**config.mk**
```make
export PLATFORM = sky130hd
export DESIGN_NAME = command_line_tokenizer_flat
export DESIGN_NICKNAME = d
export VERILOG_FILES = /design/src/hw/rtl/clt_pkg.sv /design/src/hw/rtl/clt_if.sv /design/src/hw/rtl/command_line_tokenizer.sv /design/src/hw/rtl/clt_step.sv /design/src/flat_wrapper.sv
export VERILOG_INCLUDE_DIRS = /design/src /design/src/hw/rtl
export SDC_FILE = /design/constraint.sdc
export NUM_CORES = 1
export LEC_CHECK = 0
export BUFFER_PORTS_ARGS = -buffer_cell sky130_fd_sc_hd__buf_2
export CAP_MARGIN = 20
export CORE_MARGIN = 1.5
export CORE_UTILIZATION = 30
export CTS_BUF_LIST = sky130_fd_sc_hd__clkbuf_8
export DETAILED_ROUTE_END_ITERATION = 12
export GPL_TIMING_DRIVEN = 0
export PLACE_DENSITY = 0.47
export SLEW_MARGIN = 25
export SYNTH_ARGS = -nofsm -noshare
export SYNTH_HDL_FRONTEND = slang
export SYNTH_HIERARCHICAL = 1
export SYNTH_SLANG_ARGS = --single-unit
```
**constraint.sdc**
```tcl
create_clock -name clk -period 4.5 [get_ports clk]
set_input_delay 0.225 -clock clk [delete_from_list [all_inputs] [get_ports clk]]
set_output_delay 0.225 -clock clk [all_outputs]
set_load 0.005 [all_outputs]
```
**src/hw/rtl/command_line_tokenizer_macros.svh**
```systemverilog
// assertion macros shared by the tokenizer rtl
`ifndef COMMAND_LINE_TOKENIZER_MACROS_SVH
`define COMMAND_LINE_TOKENIZER_MACROS_SVH

// checked property, suspended while reset is high
`define CLT_ASSERT(lbl, clk, rst, prop, msg) \
  lbl: assert property (@(posedge clk) disable iff (rst) prop) else $error(msg);

// checked property that also holds through reset
`define CLT_ASSERT_ALWAYS(lbl, clk, prop, msg) \
  lbl: assert property (@(posedge clk) prop) else $error(msg);

`endif

```
**src/hw/rtl/clt_pkg.sv**
```systemverilog
// types and constants of the command line tokenizer
`timescale 1ns / 1ps

package clt_pkg;

  localparam logic [15:0] CH_QUOTE  = 16'h0022;
  localparam logic [15:0] CH_GT     = 16'h003E;
  localparam logic [15:0] CH_TWO    = 16'h0032;
  localparam logic [15:0] CH_BSLASH = 16'h005C;
  localparam logic [15:0] CH_TAB    = 16'h0009;
  localparam logic [15:0] CH_CR     = 16'h000D;
  localparam logic [15:0] CH_SPACE  = 16'h0020;
  localparam logic [15:0] CH_NEL    = 16'h0085;
  localparam logic [15:0] CH_NBSP   = 16'h00A0;

  // results one item can cause, and depth of the result queue
  localparam int MAX_RES   = 3;
  localparam int RES_DEPTH = 4;
  localparam int PTR_W     = $clog2(RES_DEPTH);
  localparam int CNT_W     = $clog2(RES_DEPTH + 1);
  localparam int NUM_W     = $clog2(MAX_RES + 1);

  typedef struct packed {
    logic in_quote;
    logic escape_pending;
    logic token_nonempty;
    logic token_is_two;
  } tok_state_t;

  typedef struct packed {
    logic [15:0] code_unit_res;
    logic        is_char;
    logic        token_end;
    logic        line_done;
  } result_t;

  localparam tok_state_t STATE_RESET = '0;

endpackage

```
**src/hw/rtl/clt_if.sv**
```systemverilog
// valid/ready channel interfaces for characters in and results out
`timescale 1ns / 1ps

interface clt_char_if;
  logic        valid;
  logic        ready;
  logic [15:0] code_unit;
  logic        end_of_line;

  modport source (output valid, output code_unit, output end_of_line, input ready);
  modport sink (input valid, input code_unit, input end_of_line, output ready);
endinterface

interface clt_res_if;
  logic        valid;
  logic        ready;
  logic [15:0] code_unit_res;
  logic        is_char;
  logic        token_end;
  logic        line_done;

  modport source (output valid, output code_unit_res, output is_char, output token_end,
                  output line_done, input ready);
  modport sink (input valid, input code_unit_res, input is_char, input token_end,
                input line_done, output ready);
endinterface

```
**src/hw/rtl/command_line_tokenizer.sv**
```systemverilog
// Command line tokenizer top level. One character beat is taken per clock while
// input is ready: its decode and the state update are done in the accepting
// cycle, and its zero to three results go into a four-entry result queue that
// feeds the output channel one result per clock while the output is ready.
// Input is ready whenever the queue holds at most one result, so plain
// characters stream at one beat per cycle while the output takes a result every
// cycle; if the output stalls, input stops once two results wait. An unquoted
// '>' makes up to three results that leave the output one at a time, which
// sets the sustained rate on lines with redirections. When the queue is empty,
// the first result of an accepted beat appears in the next cycle.
`timescale 1ns / 1ps
`include "command_line_tokenizer_macros.svh"

module command_line_tokenizer (
  input logic         clk,
  input logic         rst,
  clt_char_if.sink    chars,
  clt_res_if.source   results
);
  import clt_pkg::*;

  tok_state_t                 state;
  tok_state_t                 state_next;
  result_t [MAX_RES-1:0]      res;
  logic [NUM_W-1:0]           res_num;
  result_t                    queue [RES_DEPTH];
  logic [PTR_W-1:0]           wr_ptr;
  logic [PTR_W-1:0]           rd_ptr;
  logic [CNT_W-1:0]           count;
  logic [CNT_W-1:0]           count_next;
  logic                       push;
  logic                       pop;
  logic [NUM_W-1:0]           push_num;

  clt_step u_step (
    .state       (state),
    .code_unit   (chars.code_unit),
    .end_of_line (chars.end_of_line),
    .state_next  (state_next),
    .res         (res),
    .res_num     (res_num)
  );

  // room for a full burst is judged from registered fill only
  assign chars.ready = count <= CNT_W'(RES_DEPTH - MAX_RES);
  assign push = chars.valid && chars.ready;
  assign pop = results.valid && results.ready;
  assign push_num = push ? res_num : '0;
  assign count_next = count + CNT_W'(push_num) - CNT_W'(pop);

  always_ff @(posedge clk) begin
    if (rst) begin
      state <= STATE_RESET;
      count <= '0;
      wr_ptr <= '0;
      rd_ptr <= '0;
    end else begin
      if (push) begin
        state <= state_next;
      end
      count <= count_next;
      wr_ptr <= wr_ptr + PTR_W'(push_num);
      if (pop) begin
        rd_ptr <= rd_ptr + PTR_W'(1);
      end
    end
  end

  always_ff @(posedge clk) begin
    for (int i = 0; i < MAX_RES; i++) begin
      if (push && i < int'(res_num)) begin
        queue[wr_ptr + PTR_W'(i)] <= res[i];
      end
    end
  end

  assign results.valid = count != '0;
  assign results.code_unit_res = queue[rd_ptr].code_unit_res;
  assign results.is_char = queue[rd_ptr].is_char;
  assign results.token_end = queue[rd_ptr].token_end;
  assign results.line_done = queue[rd_ptr].line_done;

  `CLT_ASSERT_ALWAYS(a_reset_empty, clk, rst |=> !results.valid, "queue not empty after reset")
  `CLT_ASSERT(a_fill_bound, clk, rst, count <= CNT_W'(RES_DEPTH), "result queue overfilled")
  `CLT_ASSERT(a_fill_track, clk, rst, wr_ptr == rd_ptr + PTR_W'(count), "pointers vs fill")
  `CLT_ASSERT(a_char_xor_end, clk, rst, results.valid |-> !(results.is_char && results.token_end), "char and end")
  `CLT_ASSERT(a_eol_clears, clk, rst, push && chars.end_of_line |=> state == STATE_RESET, "eol state")

endmodule

```
**src/hw/rtl/clt_step.sv**
```systemverilog
// per-character decode: results of one beat and the next tokenizer state
`timescale 1ns / 1ps

module clt_step (
  input  clt_pkg::tok_state_t                     state,
  input  logic [15:0]                             code_unit,
  input  logic                                    end_of_line,
  output clt_pkg::tok_state_t                     state_next,
  output clt_pkg::result_t [clt_pkg::MAX_RES-1:0] res,
  output logic [clt_pkg::NUM_W-1:0]               res_num
);
  import clt_pkg::*;

  logic ws;

  assign ws = (code_unit >= CH_TAB && code_unit <= CH_CR) || code_unit == CH_SPACE ||
              code_unit == CH_NEL || code_unit == CH_NBSP;

  always_comb begin
    tok_state_t s;
    logic [NUM_W-1:0] n;
    s = state;
    n = '0;
    res = '0;

    if (end_of_line) begin
      res[0].token_end = state.token_nonempty;
      res[0].line_done = 1'b1;
      n = NUM_W'(1);
      s = STATE_RESET;
    end else begin
      if (code_unit == CH_GT && !state.in_quote && !state.token_is_two) begin
        // stray '>' first closes whatever token is open
        if (s.token_nonempty) begin
          res[n[PTR_W-1:0]].token_end = 1'b1;
          n = n + NUM_W'(1);
        end
        s.token_nonempty = 1'b0;
        s.token_is_two = 1'b0;
      end

      if (ws && !state.in_quote) begin
        if (s.token_nonempty) begin
          res[n[PTR_W-1:0]].token_end = 1'b1;
          n = n + NUM_W'(1);
        end
        s.token_nonempty = 1'b0;
        s.token_is_two = 1'b0;
      end else begin
        // every other case appends the character
        res[n[PTR_W-1:0]].code_unit_res = code_unit;
        res[n[PTR_W-1:0]].is_char = 1'b1;
        n = n + NUM_W'(1);
        s.token_is_two = !s.token_nonempty && code_unit == CH_TWO;
        s.token_nonempty = 1'b1;
      end

      if (code_unit == CH_GT && !state.in_quote) begin
        // redirect ends its token after the '>'
        res[n[PTR_W-1:0]].token_end = 1'b1;
        n = n + NUM_W'(1);
        s.token_nonempty = 1'b0;
        s.token_is_two = 1'b0;
      end

      if (code_unit == CH_QUOTE && !state.escape_pending) begin
        s.in_quote = !state.in_quote;
      end

      s.escape_pending = (code_unit == CH_BSLASH) ? !state.escape_pending : 1'b0;
    end

    state_next = s;
    res_num = n;
  end

endmodule
```
**src/flat_wrapper.sv**
```systemverilog
// flat-port wrapper written by rule: the top's interface ports become plain ports
module command_line_tokenizer_flat import clt_pkg::*;
  (clk, rst, chars_valid, chars_code_unit, chars_end_of_line, chars_ready, results_valid, results_code_unit_res, results_is_char, results_token_end, results_line_done, results_ready);
  clt_char_if chars_i ();
  clt_res_if results_i ();
  input logic clk;
  input logic rst;
  input wire logic [$bits(chars_i.valid)-1:0] chars_valid;
  input wire logic [$bits(chars_i.code_unit)-1:0] chars_code_unit;
  input wire logic [$bits(chars_i.end_of_line)-1:0] chars_end_of_line;
  output wire logic [$bits(chars_i.ready)-1:0] chars_ready;
  output wire logic [$bits(results_i.valid)-1:0] results_valid;
  output wire logic [$bits(results_i.code_unit_res)-1:0] results_code_unit_res;
  output wire logic [$bits(results_i.is_char)-1:0] results_is_char;
  output wire logic [$bits(results_i.token_end)-1:0] results_token_end;
  output wire logic [$bits(results_i.line_done)-1:0] results_line_done;
  input wire logic [$bits(results_i.ready)-1:0] results_ready;
  assign chars_i.valid = chars_valid;
  assign chars_i.code_unit = chars_code_unit;
  assign chars_i.end_of_line = chars_end_of_line;
  assign chars_ready = chars_i.ready;
  assign results_valid = results_i.valid;
  assign results_code_unit_res = results_i.code_unit_res;
  assign results_is_char = results_i.is_char;
  assign results_token_end = results_i.token_end;
  assign results_line_done = results_i.line_done;
  assign results_i.ready = results_ready;
  command_line_tokenizer u_core (.clk(clk), .rst(rst), .chars(chars_i), .results(results_i));
endmodule
```
==> metrics.sh <==
HOLDCRITSTARTPOINT='rst'
POST_SYNTH_FA_HA_MAJ_AREA_FRACTION_PCT=1.89
CP-START-KIND='flop'
MULTI_INPUT_AREA_SQ_UM=3380
SYN-INSTANCE-COUNT=663
DIE-HEIGHT_UM=149
LEAKAGEPOWER_nW=2.50
ANTENNADIODECOUNT=0
ROWS=53
WORST_REG2REG_STARTPOINT='u_core/state[3]'
MAX_CLOCK_FREQ_MHz=236
ROUTED_WIRELENGTH_UM=25000
DRC=0
SYNTH_AREA_PER_CELL_SQ_UM=9.58
DP.FINAL_HPWL_UM=17300
TRITONCTS='yes'
DRT-VIAS-PER-INSTANCE=5.85
WORSTSETUPPATHTYPE='reg2reg'
ANTENNA_LEFT=0
CORE_AREA_SQ_UM=20900
YS_DOMINANT_REG_CELL='sky130_fd_sc_hd__edfxtp_1'
DETAILEDROUTE.FIRSTITERATIONVIOLATIONS=906
WORST_SLEW_PIN_SLEW_PS=892
CRITPATHMAXFANOUT=10
CTSROOTBUFFERMASTER='sky130_fd_sc_hd__clkbuf_8'
NUMBER_OF_ANTENNA_VIOLATIONS_AT_THE_FIRST_CHECK_IN_GLOBAL_ROUTING=0
RRSETUPSLACK_PS=250
SYNTH_TOP_CELL_BY_AREA='sky130_fd_sc_hd__edfxtp_1'
GRT_PASS1_WL_UM=36600
SYNTH-SIMPLE-AREA-SHARE_PCT=21.2
SYNTH_SEQ_AREA_SHARE_PCT=40.0
FIRST_GLOBAL_VIAS=5902
PORT_BUFFER_CELLS=41
FP.DIEAREA_SQ_UM=22100
MET2ROUTEDLENGTH_UM=11100
CRITICAL_PATH.REG2REG.ENDPOINT='u_core/count[2]'
POWER.IR.VDD_WORST_mV=0.194
CTSLONGESTPATHBUFFERS=2
FILLCELL_TOTAL=2163
REPORT.FINAL.HOLD_VIOL_COUNT=0
GRT_SETUP_UNREPAIRED='false'
MIN_TO='u_core/count[0]'
GRT_START_MAX_NET_PINS=15
YOSYS.AREA_SHARE.XOR_XNOR_PCT=0.827
CLKSLEWWORSTSETUPHOLDPATHS_PS=100
SEQUENTIAL_CELL_AREA_SQ_UM=2540
POSTLAYOUTCOREUTIL_PCT=35.5
YS_FF_LATCH=89
ROUTEDLENGTHMET1_UM=10500
SYNTH.TOP_CELLS.BY_AREA='sky130_fd_sc_hd__edfxtp_1 (36%), sky130_fd_sc_hd__o21ai_0 (7.2%), sky130_fd_sc_hd__mux4_2 (6.7%), sky130_fd_sc_hd__a31oi_1 (5.6%), sky130_fd_sc_hd__nor3_1 (5.1%)'
MAX_CAP_VIOL_COUNT=0
ASYNC_S_R_FF_SHARE_SYNTH_PCT=0
FIN_CRIT_SH_PCT=94.4
WORST-ENDPOINT-ARRIVAL_PS=4510
SYNTH_TOP_AREA_SHARE_PCT=35.9
YOSYSWARNINGS=6
NETLIST_AREA_SQ_UM=6350
WORST_EP_REQUIRED_TIME_PS=4760
GP_CONGESTION=0.901
WL_MET3_UM=2540
DRIVE_GT1_SHARE_PCT=23.3
FINALSETUPVIOLCOUNT=0
HOLD-PATH-CELL-COUNT=2
HOLD_CLASS='in2reg'
START_UTIL_PCT=30.4
DOMINANT_COMBINATIONAL_CELL_FAMILY_BY_AREA_AFTER_SYNTHESIS='simple AND/OR/NAND/NOR gates'
CLK-INSERTION-DELAY-LATE_PS=390
RUN_STATUS='finished clean'
POST_SYNTH_NUM_CELL_TYPES=59
PWR_DENSITY_CELL_nW_PER_UM2=378
PIN_COUNT=42
SLEW_VIOLATIONS=0
DIE_WIDTH_UM=149
WL_PER_CELL_UM=24.1
SYNTH_EDF_COUNT=76
ROUTED-VIA-COUNT=6053
GR-TOTAL-OVERFLOW=0
HTREE_LEVELS=3
RELSLEWSLACK_PCT=40.4
TOP_LAYER='met4'
SETUP.WORST_PATH.END_CLASS='flop'
TIMING.REG2REG.WORST_PATH_DEPTH=19
NNETSFINAL=786
PERIOD_MINUS_SLACK_PS=4250
GRT_UTIL_ALL_LAYERS_PCT=22.8
COMPOUND_GATE_PORTION_OF_THE_SYNTHESIZED_AREA_PCT=18.6
TOTALNEGATIVESETUPSLACK_PS=0
SYNTH.AREA.MUX_SHARE_PCT=7.37
CTS_SINKS=89
FLOW.AREA_GROWTH_FROM_SYNTHESIS_PCT=16.9
NUMCTSBUFFERS=9
FIRST_PASS_ITERS=5
SETUP_SKEW_AFTER_LAYOUT_PS=21.2
==> Yosys cell counts, types with 2 or more instances <==
library cell,instances
sky130_fd_sc_hd__nand2_1,6
sky130_fd_sc_hd__nand2b_1,3
sky130_fd_sc_hd__o211ai_1,2
sky130_fd_sc_hd__buf_4,33
sky130_fd_sc_hd__nor3b_2,2
sky130_fd_sc_hd__and3b_1,19
sky130_fd_sc_hd__clkbuf_1,35
sky130_fd_sc_hd__edfxtp_1,76
sky130_fd_sc_hd__nor3b_1,16
sky130_fd_sc_hd__o21ai_1,12
sky130_fd_sc_hd__buf_6,10
sky130_fd_sc_hd__ha_1,8
sky130_fd_sc_hd__nor2b_1,3
sky130_fd_sc_hd__nor4_1,3
sky130_fd_sc_hd__nand3_2,3
sky130_fd_sc_hd__xnor2_1,5
sky130_fd_sc_hd__buf_2,20
sky130_fd_sc_hd__nand4b_1,3
sky130_fd_sc_hd__a21oi_1,7
sky130_fd_sc_hd__nand3_1,41
sky130_fd_sc_hd__dfxtp_1,13
sky130_fd_sc_hd__nor3_1,65
sky130_fd_sc_hd__o311ai_0,2
sky130_fd_sc_hd__o21a_1,2
sky130_fd_sc_hd__a31oi_1,57
sky130_fd_sc_hd__o21ai_0,91
sky130_fd_sc_hd__or4_1,2
sky130_fd_sc_hd__nor2_1,22
sky130_fd_sc_hd__mux4_2,19
sky130_fd_sc_hd__inv_1,8
sky130_fd_sc_hd__or4_4,2
sky130_fd_sc_hd__or3_1,3
sky130_fd_sc_hd__a2bb2oi_1,19
sky130_fd_sc_hd__nand4_1,21
sky130_fd_sc_hd__nand3b_1,3
sky130_fd_sc_hd__mux2i_1,4
==> layout make-up <==
type	instances	share of cell area, %
clock buffer	9	1.67
multi-input combinational	494	45.5
buffer	100	8.14
sequential	89	34.2
clock inverter	6	1.15
timing repair buffer	53	4.18
tap	275	4.64
inverter	9	0.489
==> sequential cells by signal, summed over array words and instances, names as in the netlist, named ones only <==
name,cells
u_core/queue,76
u_core/rd_ptr,2
u_core/count,3
u_core/wr_ptr,2
u_core/state,4
==> worst max-delay path, cell delays in order (launching register included) <==
cell and delay (ps):
sky130_fd_sc_hd__dfxtp_1 360, sky130_fd_sc_hd__nand3b_1 220, sky130_fd_sc_hd__nor4_4 210, sky130_fd_sc_hd__buf_4 170, sky130_fd_sc_hd__nand2_2 90, sky130_fd_sc_hd__o21ai_0 200, sky130_fd_sc_hd__ha_1 270, sky130_fd_sc_hd__o21ai_1 160
sky130_fd_sc_hd__ha_1 280, sky130_fd_sc_hd__o32ai_4 310, sky130_fd_sc_hd__nor4bb_4 240, sky130_fd_sc_hd__buf_4 180, sky130_fd_sc_hd__inv_4 60, sky130_fd_sc_hd__buf_6 150, sky130_fd_sc_hd__buf_6 160, sky130_fd_sc_hd__ha_1 310
sky130_fd_sc_hd__fa_2 410, sky130_fd_sc_hd__xnor2_2 150, sky130_fd_sc_hd__xnor2_1 140, sky130_fd_sc_hd__nor2_1 50
==> cells in the final DEF (no fill, tap or decap), drive strengths merged, types with 4 or more instances in the layout <==
cell type / count
a21oi: 7
a2bb2oi: 19
a31oi: 57
and3b: 19
buf: 117
clkbuf: 45
conb: 30
dfxtp: 13
edfxtp: 76
ha: 8
inv: 10
mux2i: 4
mux4: 19
nand2: 7
nand3: 44
nand4: 21
nor2: 23
nor3: 65
nor3b: 18
o21ai: 103
or3: 4
or4: 4
xnor2: 5
==> where the power goes <==
group          leakage [nW]  internal, mW  switching [mW]  total, mW
clock network         0.103         0.307           0.302      0.610
registers             0.811          1.02          0.0402       1.06
logic                  1.58         0.430           0.704       1.13
total                  2.50          1.76            1.05       2.81
==> cell families after synthesis <==
logic type               after synthesis
AND/OR/NAND/NOR                      227
AO/OA/AOI/OAI                        199
buffers and inverters                109
flip-flops                            89
multiplexers                          23
adder cells (fa/ha/maj)                9
XOR/XNOR                               6
other                                  1
==> metrics by stage <==
step / area (sq um) / instances / power (mW) / setup slack, ps / hold WS, ps
5_1_grt: 7420 / 1035 / 2.94 / 11.0 / 42.3
3_5_place_dp: 7110 / 1015 / 2.19 / -971 / 437
3_3_place_gp: 7010 / 1008 / 2.14 / -2180 / 432
2_1_floorplan: 6460 / 692 / 1.74 / 104 / 297
6_report: 7420 / 1035 / 2.81 / 254 / 28.7
4_1_cts: 7380 / 1033 / 2.80 / 6.36 / 22.3
==> layer usage <==
metal	vias to the layer above	global-route usage (%)
li1	2705	-
met1	2899	30.5
met2	378	34.7
met3	71	5.74
met4	0	10.1
met5	-	0
==> worst max-delay path by stage <==
stage,endpoint,from,cells past startpoint,slack (ps)
final,u_core/count[2],u_core/state[3],19,250
after detailed placement,u_core/count[2],chars_code_unit[12],19,-970
after global routing,u_core/count[2],u_core/state[3],20,10
after global placement,u_core/queue[0][7],chars_code_unit[12],11,-2180
after CTS,u_core/count[2],u_core/state[3],18,6
after floorplan,u_core/count[2],chars_code_unit[12],18,100
==> timing repair <==
action	CTS	global route
resized for setup	8	4
endpoints found under the setup margin	104	2
setup buffers	3	2
pin swaps	2	2
hold buffers	0	0
Note: power is estimated with default switching activity, not from simulation.
